[src/rtl/core/tscw_pkg.sv]
package tscw_pkg;

   localparam int COLS_DEFAULT = 40;
   localparam int ROWS_DEFAULT = 24;

   // command codes
   localparam logic [2:0] FUNC_PUT_CONV = 3'd0;
   localparam logic [2:0] FUNC_PUT_RAW  = 3'd1;
   localparam logic [2:0] FUNC_GOTO     = 3'd2;
   localparam logic [2:0] FUNC_CLEAR    = 3'd3;
   localparam logic [2:0] FUNC_READ     = 3'd4;

   localparam logic [7:0] CODE_NEWLINE = 8'd10;
   localparam logic [7:0] CODE_CR      = 8'd13;
   localparam logic [7:0] INV_BIT      = 8'h80;

   // microprogram steps
   localparam logic [3:0] S_INIT  = 4'd0;
   localparam logic [3:0] S_IDLE  = 4'd1;
   localparam logic [3:0] S_WRITE = 4'd2;
   localparam logic [3:0] S_NL    = 4'd3;
   localparam logic [3:0] S_SC_RD = 4'd4;
   localparam logic [3:0] S_SC_WR = 4'd5;
   localparam logic [3:0] S_BOT   = 4'd6;
   localparam logic [3:0] S_GOTO  = 4'd7;
   localparam logic [3:0] S_CLR   = 4'd8;
   localparam logic [3:0] S_RD    = 4'd9;
   localparam logic [3:0] S_RESP  = 4'd10;

   // memory operations
   localparam logic [2:0] MEM_NONE    = 3'd0;
   localparam logic [2:0] MEM_ZERO    = 3'd1;
   localparam logic [2:0] MEM_CHAR    = 3'd2;
   localparam logic [2:0] MEM_RD_NEXT = 3'd3;
   localparam logic [2:0] MEM_COPY    = 3'd4;
   localparam logic [2:0] MEM_RD_CELL = 3'd5;

   // address counter operations
   localparam logic [1:0] ADDR_HOLD = 2'd0;
   localparam logic [1:0] ADDR_ZERO = 2'd1;
   localparam logic [1:0] ADDR_INC  = 2'd2;

   // cursor operations
   localparam logic [2:0] CUR_HOLD    = 3'd0;
   localparam logic [2:0] CUR_ADVANCE = 3'd1;
   localparam logic [2:0] CUR_NEWLINE = 3'd2;
   localparam logic [2:0] CUR_GOTO    = 3'd3;
   localparam logic [2:0] CUR_HOME    = 3'd4;

   // jump conditions
   localparam logic [2:0] COND_ALWAYS    = 3'd0;
   localparam logic [2:0] COND_ADDR_LAST = 3'd1;
   localparam logic [2:0] COND_COPY_LAST = 3'd2;
   localparam logic [2:0] COND_COL_LAST  = 3'd3;
   localparam logic [2:0] COND_ROW_LAST  = 3'd4;
   localparam logic [2:0] COND_OUT_FREE  = 3'd5;
   localparam logic [2:0] COND_DISPATCH  = 3'd6;

   typedef struct packed {
      logic       accept;
      logic       rsp_load;
      logic [2:0] mem_op;
      logic [1:0] addr_op;
      logic [2:0] cur_op;
      logic [2:0] cond;
      logic [3:0] t_true;
      logic [3:0] t_false;
   } tscw_ctl_type;

   typedef struct packed {
      logic       addr_last;
      logic       copy_last;
      logic       col_last;
      logic       row_last;
      logic [2:0] req_func;
      logic       req_nl;
   } tscw_dp_status_type;

   typedef struct packed {
      tscw_dp_status_type dp;
      logic               req_take;
      logic               out_free;
   } tscw_seq_status_type;

   function automatic tscw_ctl_type cw(input logic acc, input logic rl,
                                       input logic [2:0] mem, input logic [1:0] addr,
                                       input logic [2:0] cur, input logic [2:0] cond,
                                       input logic [3:0] tt, input logic [3:0] tf);
      tscw_ctl_type w;
      w.accept   = acc;
      w.rsp_load = rl;
      w.mem_op   = mem;
      w.addr_op  = addr;
      w.cur_op   = cur;
      w.cond     = cond;
      w.t_true   = tt;
      w.t_false  = tf;
      return w;
   endfunction

   // control store
   function automatic tscw_ctl_type ucode(input logic [3:0] step);
      tscw_ctl_type w;
      case (step)
         S_INIT:  w = cw(1'b0, 1'b0, MEM_ZERO, ADDR_INC, CUR_HOLD, COND_ADDR_LAST,
                         S_IDLE, S_INIT);
         S_IDLE:  w = cw(1'b1, 1'b0, MEM_NONE, ADDR_ZERO, CUR_HOLD, COND_DISPATCH,
                         S_IDLE, S_IDLE);
         S_WRITE: w = cw(1'b0, 1'b0, MEM_CHAR, ADDR_HOLD, CUR_ADVANCE, COND_COL_LAST,
                         S_NL, S_RESP);
         S_NL:    w = cw(1'b0, 1'b0, MEM_NONE, ADDR_HOLD, CUR_NEWLINE, COND_ROW_LAST,
                         S_SC_RD, S_RESP);
         S_SC_RD: w = cw(1'b0, 1'b0, MEM_RD_NEXT, ADDR_HOLD, CUR_HOLD, COND_ALWAYS,
                         S_SC_WR, S_SC_WR);
         S_SC_WR: w = cw(1'b0, 1'b0, MEM_COPY, ADDR_INC, CUR_HOLD, COND_COPY_LAST,
                         S_BOT, S_SC_RD);
         S_BOT:   w = cw(1'b0, 1'b0, MEM_ZERO, ADDR_INC, CUR_HOLD, COND_ADDR_LAST,
                         S_RESP, S_BOT);
         S_GOTO:  w = cw(1'b0, 1'b0, MEM_NONE, ADDR_HOLD, CUR_GOTO, COND_ALWAYS,
                         S_RESP, S_RESP);
         S_CLR:   w = cw(1'b0, 1'b0, MEM_ZERO, ADDR_INC, CUR_HOME, COND_ADDR_LAST,
                         S_RESP, S_CLR);
         S_RD:    w = cw(1'b0, 1'b0, MEM_RD_CELL, ADDR_HOLD, CUR_HOLD, COND_ALWAYS,
                         S_RESP, S_RESP);
         S_RESP:  w = cw(1'b0, 1'b1, MEM_NONE, ADDR_HOLD, CUR_HOLD, COND_OUT_FREE,
                         S_IDLE, S_RESP);
         default: w = cw(1'b0, 1'b0, MEM_NONE, ADDR_HOLD, CUR_HOLD, COND_ALWAYS,
                         S_IDLE, S_IDLE);
      endcase
      return w;
   endfunction

   // entry step of each command
   function automatic logic [3:0] dispatch_step(input logic [2:0] func, input logic is_nl);
      logic [3:0] s;
      case (func)
         FUNC_PUT_CONV, FUNC_PUT_RAW: s = is_nl ? S_NL : S_WRITE;
         FUNC_GOTO:                   s = S_GOTO;
         FUNC_CLEAR:                  s = S_CLR;
         FUNC_READ:                   s = S_RD;
         default:                     s = S_RESP;
      endcase
      return s;
   endfunction

endpackage

[src/rtl/core/tscw_seq.sv]
module tscw_seq (
   input  logic                         clock,
   input  logic                         reset,
   input  tscw_pkg::tscw_seq_status_type status,
   output tscw_pkg::tscw_ctl_type       ctl
);

   logic [3:0] pc_ff;
   logic [3:0] pc_in;
   logic       taken;

   always_comb begin
      ctl = tscw_pkg::ucode(pc_ff);
      case (ctl.cond)
         tscw_pkg::COND_ALWAYS:    taken = 1'b1;
         tscw_pkg::COND_ADDR_LAST: taken = status.dp.addr_last;
         tscw_pkg::COND_COPY_LAST: taken = status.dp.copy_last;
         tscw_pkg::COND_COL_LAST:  taken = status.dp.col_last;
         tscw_pkg::COND_ROW_LAST:  taken = status.dp.row_last;
         tscw_pkg::COND_OUT_FREE:  taken = status.out_free;
         default:                  taken = 1'b0;
      endcase
      if (ctl.cond == tscw_pkg::COND_DISPATCH && status.req_take) begin
         pc_in = tscw_pkg::dispatch_step(status.dp.req_func, status.dp.req_nl);
      end else begin
         pc_in = taken ? ctl.t_true : ctl.t_false;
      end
   end

   always_ff @(posedge clock) begin
      if (reset) begin
         pc_ff <= tscw_pkg::S_INIT;
      end else begin
         pc_ff <= pc_in;
      end
   end

endmodule

[config.mk]
export PLATFORM = sky130hd
export DESIGN_NAME = tscw_seq
export DESIGN_NICKNAME = d
export VERILOG_FILES = /design/src/rtl/core/tscw_pkg.sv /design/src/rtl/core/tscw_seq.sv
export SDC_FILE = /design/constraint.sdc
export NUM_CORES = 1
export LEC_CHECK = 0
export BUFFER_PORTS_ARGS = -buffer_cell sky130_fd_sc_hd__buf_2
export CORE_UTILIZATION = 47
export CTS_BUF_LIST = sky130_fd_sc_hd__clkbuf_4 sky130_fd_sc_hd__clkbuf_8
export DETAILED_ROUTE_END_ITERATION = 16
export PLACE_DENSITY_LB_ADDON = 0.08
export SYNTH_ARGS = -nofsm -noshare
export SYNTH_HDL_FRONTEND = slang
export SYNTH_SLANG_ARGS = --single-unit
export TNS_END_PERCENT = 30
[constraint.sdc]
create_clock -name clock -period 2.3 [get_ports clock]
set_input_delay 0.23 -clock clock [delete_from_list [all_inputs] [get_ports clock]]
set_output_delay 0.23 -clock clock [all_outputs]
set_load 0.03 [all_outputs]
==> results of run 1 <==
-- per-stage QoR --
step                      TNS (ps)  setup WS (ps)  cells
after detailed placement      -375           -120    183
after global routing          -373          -76.0    192
after CTS                    -2.62          -2.62    192
final                            0           4.81    192
after floorplan               -283          -73.7    111
after global placement        -447          -89.4    183
-- layout make-up --
class,instances,share of cell area [%]
clock inverters,1,1.85
clock buffers,3,1.39
well taps,27,2.08
flip-flops and latches,20,25.4
multi-input cells,79,46.5
inverters,7,1.78
repair buffers,55,21.0
-- power breakdown --
| part | total, mW | switching [mW] | internal (mW) |
|---|---|---|---|
| clock network | 0.289 | 0.113 | 0.176 |
| logic | 1.41 | 0.784 | 0.624 |
| registers | 0.531 | 0.0617 | 0.470 |
| total | 2.23 | 0.958 | 1.27 |
-- logic make-up after synthesis --
group / count (synthesis) / synth area share (%)
adders and majority gates: 5 / 5.81
muxes: 5 / 4.77
AOI/OAI and AO/OA: 33 / 24.9
and+or+nand+nor: 35 / 21.2
buffers and inverters: 12 / 5.35
DFF: 20 / 37.2
xor gates and xnor gates: 1 / 0.814
-- worst max-delay path, stage by stage, from the launching register on --
cell and delay (ps):
dfxtp_4 380, buf_4 130, mux2i_2 150, o21ai_2 210
buf_6 150, nand3_2 80, a311o_1 400, buf_4 170
ha_2 190, inv_4 70, nand4_1 110, o211a_1 140
-- cell usage in the layout, fill, tap and decap left out, types with 2 or more instances in the layout --
cell and count:
nor3b_1 2, o21ai_2 4, nand3_1 2, nand2_1 3, a311oi_4 2, dfxtp_4 3
or4_4 2, nand2b_1 2, o21ai_1 2, a21oi_2 2, nand3_2 2, nor2_1 4
o21a_1 2, inv_1 3, nor4_1 2, buf_4 21, mux2i_1 3, nor2b_1 2
buf_2 32, inv_2 3, a21oi_1 6, dfxtp_1 17, ha_4 3, nor3_1 3
buf_6 2, clkbuf_4 3
-- how the worst min path moves through the flow --
stage                           endpoint  slack, ps  depth (start not counted)
after floorplan                   ctl[8]        600                          0
after global placement    ctl[7]$_DFF_P_        620                          2
after detailed placement  ctl[7]$_DFF_P_        630                          2
after CTS                 ctl[7]$_DFF_P_        310                          2
after global routing      ctl[7]$_DFF_P_        360                          2
final                     ctl[7]$_DFF_P_        340                          2
-- metal layers --
layer	up-vias	wire length (microns)	track usage [%]	part of all wire (%)
met5	-	0	0	0
met4	0	58	11.0	1.9
met3	11	191	7.41	6.4
met2	51	1490	42.6	50
met1	531	1240	30.8	42
li1	526	-	-	-
-- timing repair --
item	4_1_cts	5_1_grt
hold buffers	0	0
gates resized for setup	11	11
setup buffers	5	0
pin swaps	10	10
endpoints found under the setup margin	9	15
endpoints found under the hold margin	0	0
==> impl_metrics.env, run 1 <==
export IMPL_vias=1119
export IMPL_worstHoldPathType="in2reg"
export IMPL_synth_top_area_cell="dfxtp_1"
export IMPL_synthFlopType="dfxtp_1"
export IMPL_start_util_pct=52.2
export IMPL_synthesis_area_sq_um=1080
export IMPL_pin_count=33
export IMPL_power_density_nw_per_um2=1380
export IMPL_skew_ps=5.37
export IMPL_cp_required_ps=2510
export IMPL_coreArea_sq_um=2060
export IMPL_grt_pass1_vias=992
export IMPL_finalMaxSlewViolations=0
export IMPL_hp_start="reset"
export IMPL_synth_seq_cells=20
export IMPL_startpoint="ctl[8]$_DFF_P_"
export IMPL_r2r_slack_ps=5
export IMPL_die_w_microns=49.8
export IMPL_status="completed"
export IMPL_slew_headroom_pct=62.0
export IMPL_cp_max_fo=6
export IMPL_fin_crit_sh_pct=99.8
export IMPL_max_freq_ghz=0.436
export IMPL_drv_cap=0
export IMPL_place_congestion=0.881
export IMPL_route_detailed_drc=0
export IMPL_r2r_start="ctl[8]$_DFF_P_"
export IMPL_critPathCaptureType="flop"
export IMPL_dpl_hpwl_mm=2.12
export IMPL_synthArstFlopShare_pct=0
export IMPL_overflow=0
export IMPL_power_leakage_nw=0.719
export IMPL_yosysMostFrequentCell="dfxtp_1"
export IMPL_ir_worst_vdd_mv=0.921
export IMPL_port_buffers=32
export IMPL_num_fill_cells=123
export IMPL_cts_tree="built"
export IMPL_antenna_cells=0
export IMPL_period_needed_ps=2300
export IMPL_via_per_inst=5.83
export IMPL_grt_start_max_net_pins=19
export IMPL_antenna_found_initial=0
export IMPL_cts_sinks=20
export IMPL_grt_pass1_wl_mm=4.75
export IMPL_cts_max_level=1
export IMPL_placed_area_sq_um=1440
export IMPL_final_antenna_net_count=0
export IMPL_nets=183
export IMPL_start_kind="flop"
export IMPL_multi_input_area_sq_um=753
export IMPL_cts_buffers=3
export IMPL_r2r_cells=11
export IMPL_grt_usage_pct=25.8
export IMPL_tightestPinTransition_ps=569
export IMPL_final_area_sq_um=1620
export IMPL_ys_warn_count=0
export IMPL_root_buffer="clkbuf_4"
export IMPL_synth_top_area_share_pct=37.2
export IMPL_yosysSeqAreaShare_pct=37.2
export IMPL_register_area_sq_um=412
export IMPL_clk_path_buf_depth=2
export IMPL_r2r_end="ctl[0]$_DFF_P_"
export IMPL_final_layout_size_suffix_gt1_share_pct=58.2
export IMPL_rsz0062_at_grt="yes"
export IMPL_worstSetupPathType="reg2reg"
export IMPL_crit_end="ctl[0]$_DFF_P_"
export IMPL_postLayoutCoreUtil_pct=78.6
export IMPL_first_pass_iters=4
export IMPL_clk_transition_reported_paths_ps=120
export IMPL_p_total_mw=2.23
export IMPL_dieHeight_microns=49.8
export IMPL_routedWlPerCell_microns=15.5
export IMPL_dieArea_sq_um=2480
export IMPL_synthTopCellsByCount="20 x dfxtp_1, 8 x a21oi_1, 7 x inv_1"
export IMPL_synth_edf_count=0
export IMPL_largest_reg_flops=20
export IMPL_avgSynthCellArea_sq_um=9.69
export IMPL_synth_nets=128
export IMPL_synth_area_top_cells="dfxtp_1 37%, ha_1 5.8%, a21oi_1 3.7%"
export IMPL_drtIter0Drc=41
export IMPL_area_growth_pct=50.6
export IMPL_arrival_ps=2510
export IMPL_final_hold_viol_count=0
export IMPL_whs_ps=336
export IMPL_clock_latency_ps=310
export IMPL_setup_viol=0
export IMPL_synth_cells=111
export IMPL_yosys_cell_types_count=48
export IMPL_core_rowCount=16
export IMPL_finalWirelength_mm=2.98
Note: power is estimated with default switching activity, not from simulation.
==> run 2, diff against run 1 <==
--- a/config.mk
+++ b/config.mk
@@ -10,6 +10,7 @@
 export CTS_BUF_LIST = sky130_fd_sc_hd__clkbuf_4 sky130_fd_sc_hd__clkbuf_8
 export DETAILED_ROUTE_END_ITERATION = 16
 export PLACE_DENSITY_LB_ADDON = 0.08
+export REMOVE_ABC_BUFFERS = 1
 export SYNTH_ARGS = -nofsm -noshare
 export SYNTH_HDL_FRONTEND = slang
 export SYNTH_SLANG_ARGS = --single-unit
==> impl_metrics.env, run 2 (synthesis gave the netlist of run 1 again) <==
export IMPL_status="completed"
export IMPL_ir_worst_vdd_mv=0.809
export IMPL_r2r_cells=6
export IMPL_start_kind="flop"
export IMPL_rsz0062_at_grt="yes"
export IMPL_clock_latency_ps=310
export IMPL_skew_ps=12.4
export IMPL_clk_path_buf_depth=2
export IMPL_coreArea_sq_um=2060
export IMPL_clk_transition_reported_paths_ps=120
export IMPL_nets=182
export IMPL_power_share_clock_pct=10.8
export IMPL_drv_cap=0
export IMPL_fin_crit_sh_pct=98.9
export IMPL_combinationalPowerShare_pct=62.4
export IMPL_cts_max_level=1
export IMPL_whs_path_depth=2
export IMPL_register_area_sq_um=404
export IMPL_multi_input_area_sq_um=666
export IMPL_dieHeight_microns=49.8
export IMPL_largest_reg_flops=20
export IMPL_grt_usage_pct=26.0
export IMPL_finalWirelength_mm=2.92
export IMPL_num_fill_cells=169
export IMPL_grt_start_max_net_pins=19
export IMPL_power_net_switching_mw=0.868
export IMPL_holdPathEnd="ctl[7]$_DFF_P_"
export IMPL_r2r_start="ctl[9]$_SDFF_PP0_"
export IMPL_final_hold_viol_count=0
export IMPL_power_density_nw_per_um2=1290
export IMPL_area_growth_pct=39.0
export IMPL_drtIter0Drc=20
export IMPL_placed_area_sq_um=1380
export IMPL_final_common_cell="buf_2"
export IMPL_mostFrequentLayoutCells="32 x buf_2, 21 x buf_4, 17 x dfxtp_1, 7 x a21oi_1, 5 x inv_1"
export IMPL_cts_sinks=20
export IMPL_r2r_end="ctl[4]$_DFF_P_"
export IMPL_dieArea_sq_um=2480
export IMPL_place_congestion=0.855
export IMPL_cts_buffers=3
export IMPL_worstSetupPathType="reg2reg"
export IMPL_first_pass_iters=4
export IMPL_cts_tree="built"
export IMPL_hp_start="reset"
export IMPL_root_buffer="clkbuf_4"
export IMPL_netSwitchingFraction_pct=44.9
export IMPL_via_per_inst=5.55
export IMPL_route_detailed_drc=0
export IMPL_cp_required_ps=2520
export IMPL_antenna_found_initial=0
export IMPL_arrival_ps=2490
export IMPL_die_w_microns=49.8
export IMPL_worstHoldPathType="in2reg"
export IMPL_tightestPinTransition_ps=438
export IMPL_core_rowCount=16
export IMPL_r2r_slack_ps=30
export IMPL_power_leakage_nw=0.687
export IMPL_final_area_sq_um=1500
export IMPL_port_buffers=32
export IMPL_pin_count=33
export IMPL_final_antenna_net_count=0
export IMPL_grt_pass1_wl_mm=4.83
export IMPL_period_needed_ps=2270
export IMPL_routedWlPerCell_microns=15.3
export IMPL_dpl_hpwl_mm=2.20
export IMPL_max_freq_ghz=0.440
export IMPL_cp_max_fo=8
export IMPL_critPathCaptureType="flop"
export IMPL_seq_power_share_pct=26.8
export IMPL_slew_headroom_pct=70.7
export IMPL_p_total_mw=1.93
export IMPL_final_layout_size_suffix_gt1_share_pct=51.8
export IMPL_grt_pass1_vias=1008
export IMPL_vias=1061
export IMPL_overflow=0
export IMPL_postLayoutCoreUtil_pct=72.5
export IMPL_start_util_pct=52.2
export IMPL_antenna_cells=0
export IMPL_setup_viol=0
export IMPL_finalMaxSlewViolations=0
export IMPL_internal_power_mw=1.06
run 2: cell count changes in the layout (fill, tap and decap cells not counted), moves of 2 or more:
cell / previous run / this run
or4_4: 2 / 0
o21ai_2: 4 / 2
dfxtp_2: 0 / 3
ha_4: 3 / 1
dfxtp_4: 3 / 0
or4_1: 1 / 3
inv_1: 3 / 5
run 2: area by class of cell:
type	count	area share, %
Multi-Input combinational cell	79	44.5
Sequential cell	20	27.0
Timing Repair Buffer	54	22.0
Clock buffer	4	2.43
Tap cell	27	2.26
Inverter	7	1.76
run 2: worst max path at each step:
stage / slack [ps] / from / cells after the start / end
6_report: 30 / ctl[9]$_SDFF_PP0_ / 6 / ctl[4]$_DFF_P_
3_3_place_gp: -80 / ctl[8]$_DFF_P_ / 7 / ctl[1]$_DFF_P_
4_1_cts: -30 / ctl[10]$_DFF_P_ / 8 / ctl[9]$_SDFF_PP0_
2_1_floorplan: -410 / ctl[8]$_DFF_P_ / 8 / ctl[9]$_SDFF_PP0_
5_1_grt: -80 / ctl[9]$_SDFF_PP0_ / 8 / ctl[9]$_SDFF_PP0_
3_5_place_dp: -40 / ctl[8]$_DFF_P_ / 8 / ctl[0]$_DFF_P_
run 2: worst max-delay path: stages (launching register included):
cell     delay [ps]
dfxtp_2         330
or4b_4          530
o21a_4          160
a31oi_2         290
a21oi_2         170
or4_1           560
o21a_1          150
run 2: metrics by stage:
step           hold WS, ps  instances  TNS (ps)  worst slack [ps]
6_report               311        191         0              25.4
5_1_grt                330        191      -283             -79.2
4_1_cts                306        191     -72.4             -26.1
3_5_place_dp           624        184      -172             -41.9
3_3_place_gp           623        184      -248             -77.9
2_1_floorplan          299        106     -3240              -414
run 2: power groups by stage:
stage | Clock [mW] | Combinational (mW) | Sequential (mW)
2_1_floorplan | 0 | 0.455 | 0.758
5_1_grt | 0.226 | 1.30 | 0.528
6_report | 0.208 | 1.21 | 0.518
4_1_cts | 0.209 | 1.16 | 0.515
3_3_place_gp | 0 | 1.09 | 0.518
3_5_place_dp | 0 | 1.10 | 0.519
run 2: metal layers:
layer / share of wire (%) / up-vias / global-route usage, %
met5: 0 / - / 0
met4: 1.5 / 0 / 8.57
met3: 3.9 / 4 / 2.78
met2: 50 / 31 / 43.9
met1: 44 / 498 / 34.2
li1: - / 528 / -
run 2: what timing repair did:
item	4_1_cts	5_1_grt
buffers inserted	3	0
endpoints found under the setup margin	9	16
hold buffers	0	0
endpoints found under the hold margin	0	0
resized for setup	8	10
pin swaps	3	5
gates cloned	0	0
